[config.mk]
export PLATFORM = sky130hd
export DESIGN_NAME = animal_tag_frame_decoder
export DESIGN_NICKNAME = d
export VERILOG_FILES = /design/src/hw/rtl/afd_pkg.sv /design/src/hw/rtl/afd_front.sv /design/src/hw/rtl/afd_queue.sv /design/src/hw/rtl/afd_back.sv /design/src/hw/rtl/animal_tag_frame_decoder.sv
export SDC_FILE = /design/constraint.sdc
export NUM_CORES = 1
export LEC_CHECK = 0
export BUFFER_PORTS_ARGS = -buffer_cell sky130_fd_sc_hd__buf_2
export CAP_MARGIN = 0
export CORE_AREA = 2 2 224 226
export CTS_CLUSTER_DIAMETER = 30
export DETAILED_ROUTE_END_ITERATION = 8
export DIE_AREA = 0 0 226 228
export PLACE_DENSITY = 0.72
export SLEW_MARGIN = 20
export SYNTH_ARGS = -nofsm -noshare
export SYNTH_HDL_FRONTEND = slang
export SYNTH_SLANG_ARGS = --single-unit
[constraint.sdc]
create_clock -name clk -period 8.8 [get_ports clk]
set_clock_uncertainty 0.15 [all_clocks]
set_input_delay 1.32 -clock clk [delete_from_list [all_inputs] [get_ports clk]]
set_output_delay 1.32 -clock clk [all_outputs]
set_load 0.01 [all_outputs]
[src/hw/rtl/afd_pkg.sv]
`timescale 1ns / 1ps

package afd_pkg;

	// Frame layout
	localparam int FRAME_LEN   = 13;
	localparam int POS_W       = $clog2(FRAME_LEN);
	localparam int POS_COUNTRY = 4;
	localparam int POS_LAST    = FRAME_LEN - 1;
	localparam int STORE_N     = POS_LAST - POS_COUNTRY;

	localparam logic [7:0] START_RESET = 8'hAA;

	// Field widths
	localparam int COUNTRY_W = 16;
	localparam int ANIMAL_W  = 40;
	localparam int UPPER_W   = 21;
	localparam int LOWER_W   = 20;

	// Split by one million: estimate from the top 20 bits of the number times
	// a 21-bit reciprocal, then correct the remainder by repeated subtraction
	localparam int                 EST_W       = 20;
	localparam logic [LOWER_W-1:0] DIGIT_SPLIT = 20'd1000000;
	localparam logic [UPPER_W-1:0] RECIP       = 21'd1099511;
	localparam int                 PROD_W      = EST_W + UPPER_W;
	localparam int                 REM_W       = 22;

	// Queue between collector and divider
	localparam int QDEPTH = 2;
	localparam int QPTR_W = $clog2(QDEPTH);
	localparam int QCNT_W = $clog2(QDEPTH + 1);

	typedef struct packed {
		logic [COUNTRY_W-1:0] country;
		logic [ANIMAL_W-1:0]  animal;
		logic [7:0]           check;
		logic [7:0]           closing;
	} frame_t;

	typedef struct packed {
		logic full;
		logic empty;
	} q_status_t;

endpackage

[src/hw/rtl/afd_front.sv]
`timescale 1ns / 1ps

module afd_front (
	input  logic               clk,
	input  logic               arst_n,
	input  logic               in_valid,
	output logic               in_stall,
	input  logic [7:0]         rx_byte,
	input  logic               cfg_valid,
	output logic               cfg_ready,
	input  logic [7:0]         cfg_data,
	input  afd_pkg::q_status_t q_status,
	output logic               push,
	output afd_pkg::frame_t    push_frame
);
	import afd_pkg::*;

	logic [7:0]       start_q;
	logic [POS_W-1:0] pos_q;
	logic [7:0]       data_q [STORE_N];
	logic             accept;
	logic             take;
	logic             last;

	// Hold input while the queue has no room for a finished frame
	assign in_stall  = q_status.full;
	assign cfg_ready = 1'b1;
	assign accept    = in_valid && !in_stall;

	// Keep a byte if a frame is open or it opens one; drop it otherwise
	assign take = accept && ((pos_q != '0) || (rx_byte == start_q));
	assign last = take && (pos_q == POS_W'(POS_LAST));

	always_ff @(posedge clk or negedge arst_n) begin
		if (!arst_n) begin
			start_q <= START_RESET;
		end else if (cfg_valid && cfg_ready) begin
			start_q <= cfg_data;
		end
	end

	// Advance the byte position, wrap after the last byte
	always_ff @(posedge clk or negedge arst_n) begin
		if (!arst_n) begin
			pos_q <= '0;
		end else if (take) begin
			pos_q <= last ? '0 : pos_q + 1'b1;
		end
	end

	// Store the bytes that feed the result
	always_ff @(posedge clk) begin
		for (int i = 0; i < STORE_N; i++) begin
			if (take && pos_q == POS_W'(POS_COUNTRY + i)) begin
				data_q[i] <= rx_byte;
			end
		end
	end

	// Build the frame record on the last byte
	assign push                = last;
	assign push_frame.country  = {data_q[0], data_q[1]};
	assign push_frame.animal   = {data_q[2], data_q[3], data_q[4], data_q[5], data_q[6]};
	assign push_frame.check    = data_q[7];
	assign push_frame.closing  = rx_byte;

`ifndef SYNTHESIS
	a_pos_range: assert property (@(posedge clk) disable iff (!arst_n)
		pos_q <= POS_W'(POS_LAST))
		else $error("byte position beyond frame");
	a_push_room: assert property (@(posedge clk) disable iff (!arst_n)
		push |-> !q_status.full)
		else $error("frame pushed into full queue");
`endif

endmodule

[src/hw/rtl/afd_queue.sv]
`timescale 1ns / 1ps

module afd_queue (
	input  logic               clk,
	input  logic               arst_n,
	input  logic               push,
	input  afd_pkg::frame_t    push_frame,
	input  logic               pop,
	output afd_pkg::frame_t    pop_frame,
	output afd_pkg::q_status_t q_status
);
	import afd_pkg::*;

	frame_t            mem_q [QDEPTH];
	logic [QPTR_W-1:0] wr_ptr_q;
	logic [QPTR_W-1:0] rd_ptr_q;
	logic [QCNT_W-1:0] count_q;

	assign q_status.full  = (count_q == QCNT_W'(QDEPTH));
	assign q_status.empty = (count_q == '0);
	assign pop_frame      = mem_q[rd_ptr_q];

	// Write the entry at the tail
	always_ff @(posedge clk) begin
		if (push) begin
			mem_q[wr_ptr_q] <= push_frame;
		end
	end

	// Advance pointers and count
	always_ff @(posedge clk or negedge arst_n) begin
		if (!arst_n) begin
			wr_ptr_q <= '0;
			rd_ptr_q <= '0;
			count_q  <= '0;
		end else begin
			if (push) begin
				wr_ptr_q <= (wr_ptr_q == QPTR_W'(QDEPTH - 1)) ? '0 : wr_ptr_q + 1'b1;
			end
			if (pop) begin
				rd_ptr_q <= (rd_ptr_q == QPTR_W'(QDEPTH - 1)) ? '0 : rd_ptr_q + 1'b1;
			end
			if (push && !pop) begin
				count_q <= count_q + 1'b1;
			end else if (pop && !push) begin
				count_q <= count_q - 1'b1;
			end
		end
	end

`ifndef SYNTHESIS
	a_count_range: assert property (@(posedge clk) disable iff (!arst_n)
		count_q <= QCNT_W'(QDEPTH))
		else $error("queue count beyond depth");
	a_pop_nonempty: assert property (@(posedge clk) disable iff (!arst_n)
		pop |-> !q_status.empty)
		else $error("pop from empty queue");
`endif

endmodule

[src/hw/rtl/afd_back.sv]
`timescale 1ns / 1ps

module afd_back (
	input  logic                        clk,
	input  logic                        arst_n,
	input  afd_pkg::q_status_t          q_status,
	input  afd_pkg::frame_t             pop_frame,
	output logic                        pop,
	output logic                        out_valid,
	input  logic                        out_stall,
	output logic [afd_pkg::COUNTRY_W-1:0] country_value,
	output logic [afd_pkg::ANIMAL_W-1:0]  animal_number,
	output logic [afd_pkg::UPPER_W-1:0]   upper_digit_group,
	output logic [afd_pkg::LOWER_W-1:0]   lower_digit_group,
	output logic [7:0]                  check_byte,
	output logic [7:0]                  closing_byte
);
	import afd_pkg::*;

	localparam logic [2:0] B_IDLE = 3'd0;
	localparam logic [2:0] B_MUL1 = 3'd1;
	localparam logic [2:0] B_MUL2 = 3'd2;
	localparam logic [2:0] B_SUB  = 3'd3;
	localparam logic [2:0] B_FIX  = 3'd4;
	localparam logic [2:0] B_OUT  = 3'd5;

	logic [2:0]          state_q;
	frame_t              rec_q;
	logic [PROD_W-1:0]   prod1_q;
	logic [ANIMAL_W-1:0] prod2_q;
	logic [UPPER_W-1:0]  quo_q;
	logic [REM_W-1:0]    rem_q;
	logic                out_valid_q;
	logic                out_load;
	frame_t              out_rec_q;
	logic [UPPER_W-1:0]  out_quo_q;
	logic [LOWER_W-1:0]  out_rem_q;

	assign pop      = (state_q == B_IDLE) && !q_status.empty;
	assign out_load = (state_q == B_OUT) && (!out_valid_q || !out_stall);

	// Sequence one frame through estimate, back-multiply and correction
	always_ff @(posedge clk or negedge arst_n) begin
		if (!arst_n) begin
			state_q <= B_IDLE;
		end else begin
			unique case (state_q)
				B_IDLE: if (pop) state_q <= B_MUL1;
				B_MUL1: state_q <= B_MUL2;
				B_MUL2: state_q <= B_SUB;
				B_SUB:  state_q <= B_FIX;
				B_FIX:  if (rem_q < REM_W'(DIGIT_SPLIT)) state_q <= B_OUT;
				B_OUT:  if (out_load) state_q <= B_IDLE;
				default: state_q <= B_IDLE;
			endcase
		end
	end

	// Datapath registers
	always_ff @(posedge clk) begin
		if (pop) begin
			rec_q <= pop_frame;
		end
		// quotient estimate from the top bits, never above the true quotient
		prod1_q <= PROD_W'(rec_q.animal[ANIMAL_W-1 -: EST_W]) * PROD_W'(RECIP);
		if (state_q == B_MUL2) begin
			quo_q   <= prod1_q[PROD_W-1 -: UPPER_W];
			prod2_q <= ANIMAL_W'(PROD_W'(prod1_q[PROD_W-1 -: UPPER_W]) * PROD_W'(DIGIT_SPLIT));
		end
		if (state_q == B_SUB) begin
			rem_q <= REM_W'(rec_q.animal - prod2_q);
		end
		// remainder is below four times the divisor: subtract until in range
		if (state_q == B_FIX && rem_q >= REM_W'(DIGIT_SPLIT)) begin
			rem_q <= rem_q - REM_W'(DIGIT_SPLIT);
			quo_q <= quo_q + 1'b1;
		end
	end

	// Output register
	always_ff @(posedge clk or negedge arst_n) begin
		if (!arst_n) begin
			out_valid_q <= 1'b0;
		end else if (out_load) begin
			out_valid_q <= 1'b1;
		end else if (!out_stall) begin
			out_valid_q <= 1'b0;
		end
	end

	always_ff @(posedge clk) begin
		if (out_load) begin
			out_rec_q <= rec_q;
			out_quo_q <= quo_q;
			out_rem_q <= LOWER_W'(rem_q);
		end
	end

	assign out_valid         = out_valid_q;
	assign country_value     = out_rec_q.country;
	assign animal_number     = out_rec_q.animal;
	assign upper_digit_group = out_quo_q;
	assign lower_digit_group = out_rem_q;
	assign check_byte        = out_rec_q.check;
	assign closing_byte      = out_rec_q.closing;

`ifndef SYNTHESIS
	a_fix_bound: assert property (@(posedge clk) disable iff (!arst_n)
		(state_q == B_FIX) |-> (rem_q < REM_W'(4 * 1000000)))
		else $error("remainder estimate out of range");
	a_out_rem: assert property (@(posedge clk) disable iff (!arst_n)
		(state_q == B_OUT) |-> (rem_q < REM_W'(DIGIT_SPLIT)))
		else $error("remainder not reduced");
`endif

endmodule

[src/hw/rtl/animal_tag_frame_decoder.sv]
`timescale 1ns / 1ps
// Channel | Direction | Handshake              | Payload
// in      | input     | in_valid / in_stall    | rx_byte
// out     | output    | out_valid / out_stall  | country_value, animal_number,
//         |           |                        | upper_digit_group, lower_digit_group,
//         |           |                        | check_byte, closing_byte
// cfg     | input     | cfg_valid / cfg_ready  | cfg_data (start byte)
//
// One byte is taken per cycle unless stalled; a frame of 13 bytes gives one result.
// In the divide-by-one-million unit a result passes the states MUL1, MUL2, SUB,
// FIX (repeated remainder correction) and OUT before it enters the output register.
// A two-entry frame queue sits between the byte collector and the divider;
// in_stall rises only while that queue is full.
// Reset is asynchronous; no clearing pass, cfg_ready is always high.

module animal_tag_frame_decoder (
	input  logic                          clk,
	input  logic                          arst_n,
	input  logic                          in_valid,
	output logic                          in_stall,
	input  logic [7:0]                    rx_byte,
	input  logic                          cfg_valid,
	output logic                          cfg_ready,
	input  logic [7:0]                    cfg_data,
	output logic                          out_valid,
	input  logic                          out_stall,
	output logic [afd_pkg::COUNTRY_W-1:0] country_value,
	output logic [afd_pkg::ANIMAL_W-1:0]  animal_number,
	output logic [afd_pkg::UPPER_W-1:0]   upper_digit_group,
	output logic [afd_pkg::LOWER_W-1:0]   lower_digit_group,
	output logic [7:0]                    check_byte,
	output logic [7:0]                    closing_byte
);
	import afd_pkg::*;

	q_status_t q_status;
	logic      push;
	logic      pop;
	frame_t    push_frame;
	frame_t    pop_frame;

	afd_front u_front (
		.clk        (clk),
		.arst_n     (arst_n),
		.in_valid   (in_valid),
		.in_stall   (in_stall),
		.rx_byte    (rx_byte),
		.cfg_valid  (cfg_valid),
		.cfg_ready  (cfg_ready),
		.cfg_data   (cfg_data),
		.q_status   (q_status),
		.push       (push),
		.push_frame (push_frame)
	);

	afd_queue u_queue (
		.clk        (clk),
		.arst_n     (arst_n),
		.push       (push),
		.push_frame (push_frame),
		.pop        (pop),
		.pop_frame  (pop_frame),
		.q_status   (q_status)
	);

	afd_back u_back (
		.clk               (clk),
		.arst_n            (arst_n),
		.q_status          (q_status),
		.pop_frame         (pop_frame),
		.pop               (pop),
		.out_valid         (out_valid),
		.out_stall         (out_stall),
		.country_value     (country_value),
		.animal_number     (animal_number),
		.upper_digit_group (upper_digit_group),
		.lower_digit_group (lower_digit_group),
		.check_byte        (check_byte),
		.closing_byte      (closing_byte)
	);

endmodule
==> out/qor.yml <==
synthesis:
  synthAdderAreaFrac_pct: 24.3
  synth-simple-area-share_pct: 4.62
  synthXorXnorAreaFrac_pct: 3.24
  syn_area_sq_mm: 0.0268
  yosys_warnings: 0
  synthArstFlopShare_pct: 4.06
  synth_fp_nets: 2359
  synth_cell_types: 69
  synth_top_family_by_area: "adder cells"
  synth_edf_count: 452
  netlist_instances: 1918
  synth.avg_cell_area_sq_um: 14.0
  ys_seq_elements: 493
  synth_mux_area_share_pct: 3.75
  synth_compound_area_share_pct: 4.54
  ys_seq_area_share_pct: 54.2
  ys.flop_type: "edfxtp_1"
critical_path:
  critPathBufInv: 4
  start_kind: "flip-flop"
  critical-path-top-delay-family: "adder cells"
  slowest_delay_ps: 700
  path_class: "reg2reg"
  crit_fanout: 7
  cpMaxStageDelayCell: "fa_1"
  cp.depth: 19
  cp_common_cell: "fa_1"
  worstPathRequired_ps: 9150
  cp_cell_sequence: "inv_1 -> fa_1 -> fa_1 -> fa_1 -> fa_1 -> inv_1 -> fa_1 -> fa_1 -> inv_1 -> fa_1 -> inv_1 -> ha_1 -> nand4_1 -> a2111oi_0 -> o21ai_0 -> a21oi_1 -> o21ai_2 -> mux2i_1 -> nor4_1"
  r2r_cells: 19
  cp_data_arrival_time_ps: 7180
  end_kind: "flip-flop"
flow_run:
  maxCapViolCount: 0
floorplan:
  coreArea_sq_mm: 0.0493
  die_h_microns: 228
  row_count: 82
  die_area_sq_mm: 0.0515
  start_util_pct: 54.2
  ios: 137
  die_x_microns: 226
sta:
  rsz0062_at_grt: "false"
  final.setup.tns_ps: 0
  max_slew_margin_pct: 30.6
  period_share_pct: 77.6
  setup_viol: 0
  finalMaxSlewViolations: 0
  worst_slack_ps: 1970
  tightest_slew_ps: 1040
  fmax_ghz: 0.146
  period_needed_ps: 6830
  hold_viol_final: 0
clock_network:
  postCtsSetupBuffers: 0
  h-tree-depth: 3
  clock-sinks: 493
  cts_tree: "done"
  worstSkewPairLatency_ps: 630
  cts_root_buffer: "clkbuf_16"
  clockBufferDepth: 3
  cts.repair.resized: 0
  cts_made_buffers: 91
  cts.reportedPaths.clkPinSlew_ps: 50
  cts_hold_buf: 0
detailed_routing:
  post-route-drc-count: 0
  via_count: 15000
  dr.pass1.iters: 5
  wl_per_cell_microns: 19.1
  viasPerCell: 5.20
  drtAntennaViolNets: 0
  routed_wl_microns: 54900
  drt_iter0_drc: 949
cells_and_area:
  area_delta_synth_final_pct: 17.4
  seqCellArea_sq_mm: 0.0145
  multi_input_area_sq_mm: 0.0109
  nFillCells: 3586
  drive_gt1_share_pct: 18.2
  antenna_cells: 0
  layout.nets: 2575
run_status:
  status: "complete, no violations"
place:
  dp_slack_ps: 2030
  hpwl_microns: 39400
  io_buffers: 135
  gp_congestion: 0.933
hold_path:
  whs_path_depth: 0
  hold_path.class: "reg2reg"
global_routing:
  gr-total-overflow: 0
  grt_pass1_wl_microns: 86700
  first_global_vias: 16000
  grt_max_degree: 73
  grt_usage_pct: 22.1
  antenna_found_initial: 0
==> cell type report <==
cell class / count / share of cell area [%]
Sequential cell: 493 / 46.2
Multi-Input combinational cell: 1054 / 34.6
Clock buffer: 108 / 7.55
Inverter: 348 / 4.16
Tap cell: 672 / 2.68
Clock inverter: 60 / 2.46
Timing Repair Buffer: 146 / 2.41
==> state kept, by name (all words and copies together), names as in the netlist, 2 cells and up <==
register	flops
u_back.closing_byte	8
u_queue.count_q	2
u_back.rec_q	72
u_back.prod2_q	16
u_back.animal_number	40
u_front.pos_q	4
u_queue.mem_q	144
u_back.country_value	16
u_back.upper_digit_group	21
u_back.rem_q	22
u_back.prod1_q	21
u_front.data_q	64
u_back.lower_digit_group	20
u_back.state_q	3
u_back.check_byte	8
u_back.quo_q	21
u_front.start_q	8
==> placed cells by master (no fill, tap or decap), drive strengths merged, types with 5 or more instances in the layout <==
master / netlist / final
clkinvlp: 0 / 8
a211oi: 7 / 7
nand2: 72 / 72
o211ai: 7 / 7
and3: 9 / 9
nor2: 64 / 64
o21a: 6 / 6
mux2i: 7 / 7
o21bai: 7 / 7
a31oi: 9 / 9
fa: 166 / 166
clkbuf: 14 / 108
and2: 18 / 18
nor2b: 7 / 7
nor4: 5 / 5
or2: 7 / 7
buf: 9 / 146
nand2b: 6 / 6
inv: 348 / 356
a21o: 13 / 13
edfxtp: 452 / 452
clkinv: 0 / 31
a21oi: 58 / 58
nand3: 21 / 21
dfxtp: 21 / 21
dfrtp: 16 / 16
mux2: 83 / 83
xor2: 34 / 34
nand4: 13 / 13
xnor2: 65 / 65
o21ai: 54 / 54
bufinv: 0 / 13
nor3: 17 / 17
ha: 254 / 254
==> cells in the mapped netlist (6+ instances only) <==
cell	count	area [sq um]
inv_1	348	1310
ha_1	254	3180
fa_1	166	3320
nand4_1	13	81.3
and3_1	9	56.3
a21oi_1	54	270
mux2i_1	7	70.1
nor3_1	17	85.1
nor2b_1	7	43.8
xor2_1	34	298
edfxtp_1	452	13600
o211ai_1	7	52.6
a211oi_1	7	52.6
a21o_1	13	97.6
nor2_1	63	236
nand3_1	21	105
nand2b_1	6	37.5
mux2_2	83	935
a31oi_1	8	50.1
o21a_1	6	45.0
xnor2_1	65	569
or2_2	7	43.8
dfrtp_1	16	400
o21ai_0	48	240
nand2_1	72	270
and2_1	18	113
clkbuf_1	14	52.6
dfxtp_1	21	420
o21bai_1	7	52.6
==> final timing paths <==
| path | from | endpoint | slack [ps] |
|---|---|---|---|
| min reg2reg | u_back.rec_q[58] | u_back.country_value[2] | 260 |
| min in group asynchronous | arst_n | u_front.pos_q[1] | 540 |
| max in group asynchronous | arst_n | u_queue.rd_ptr_q | 7550 |
| max reg2reg | u_back.rec_q[44] | u_back.prod1_q[40] | 1970 |
| min | u_back.rec_q[58] | u_back.country_value[2] | 260 |
| max | u_back.rec_q[44] | u_back.prod1_q[40] | 1970 |
==> stage by stage <==
stage	hold slack [ps]	area, sq um	instances	utilization [%]
global route	272	31400	2881	63.6
detailed placement	255	28300	2713	57.3
floorplan	250	26800	1918	-
finish	264	31400	2881	63.6
global placement	253	28300	2713	57.3
CTS	266	31400	2881	63.6
==> cells by family after synthesis <==
logic type      count (synthesis)
simple gates                  254
buf+inv                       371
flops                         493
other cells                     1
xor+xnor                       99
fa+ha+maj                     420
compound gates                190
mux                            90
==> layer usage <==
metal / vias to the layer above / share of wire, % / global-route usage, %
met5: - / 0 / 0
met4: 0 / 3.0 / 8.20
met3: 109 / 4.4 / 4.02
met2: 384 / 48 / 35.5
met1: 7399 / 45 / 30.4
li1: 7093 / - / -
Power is left out: the tool's default activity adds up to more than one toggle a clock period on the data nets, which glitch-free logic cannot reach.
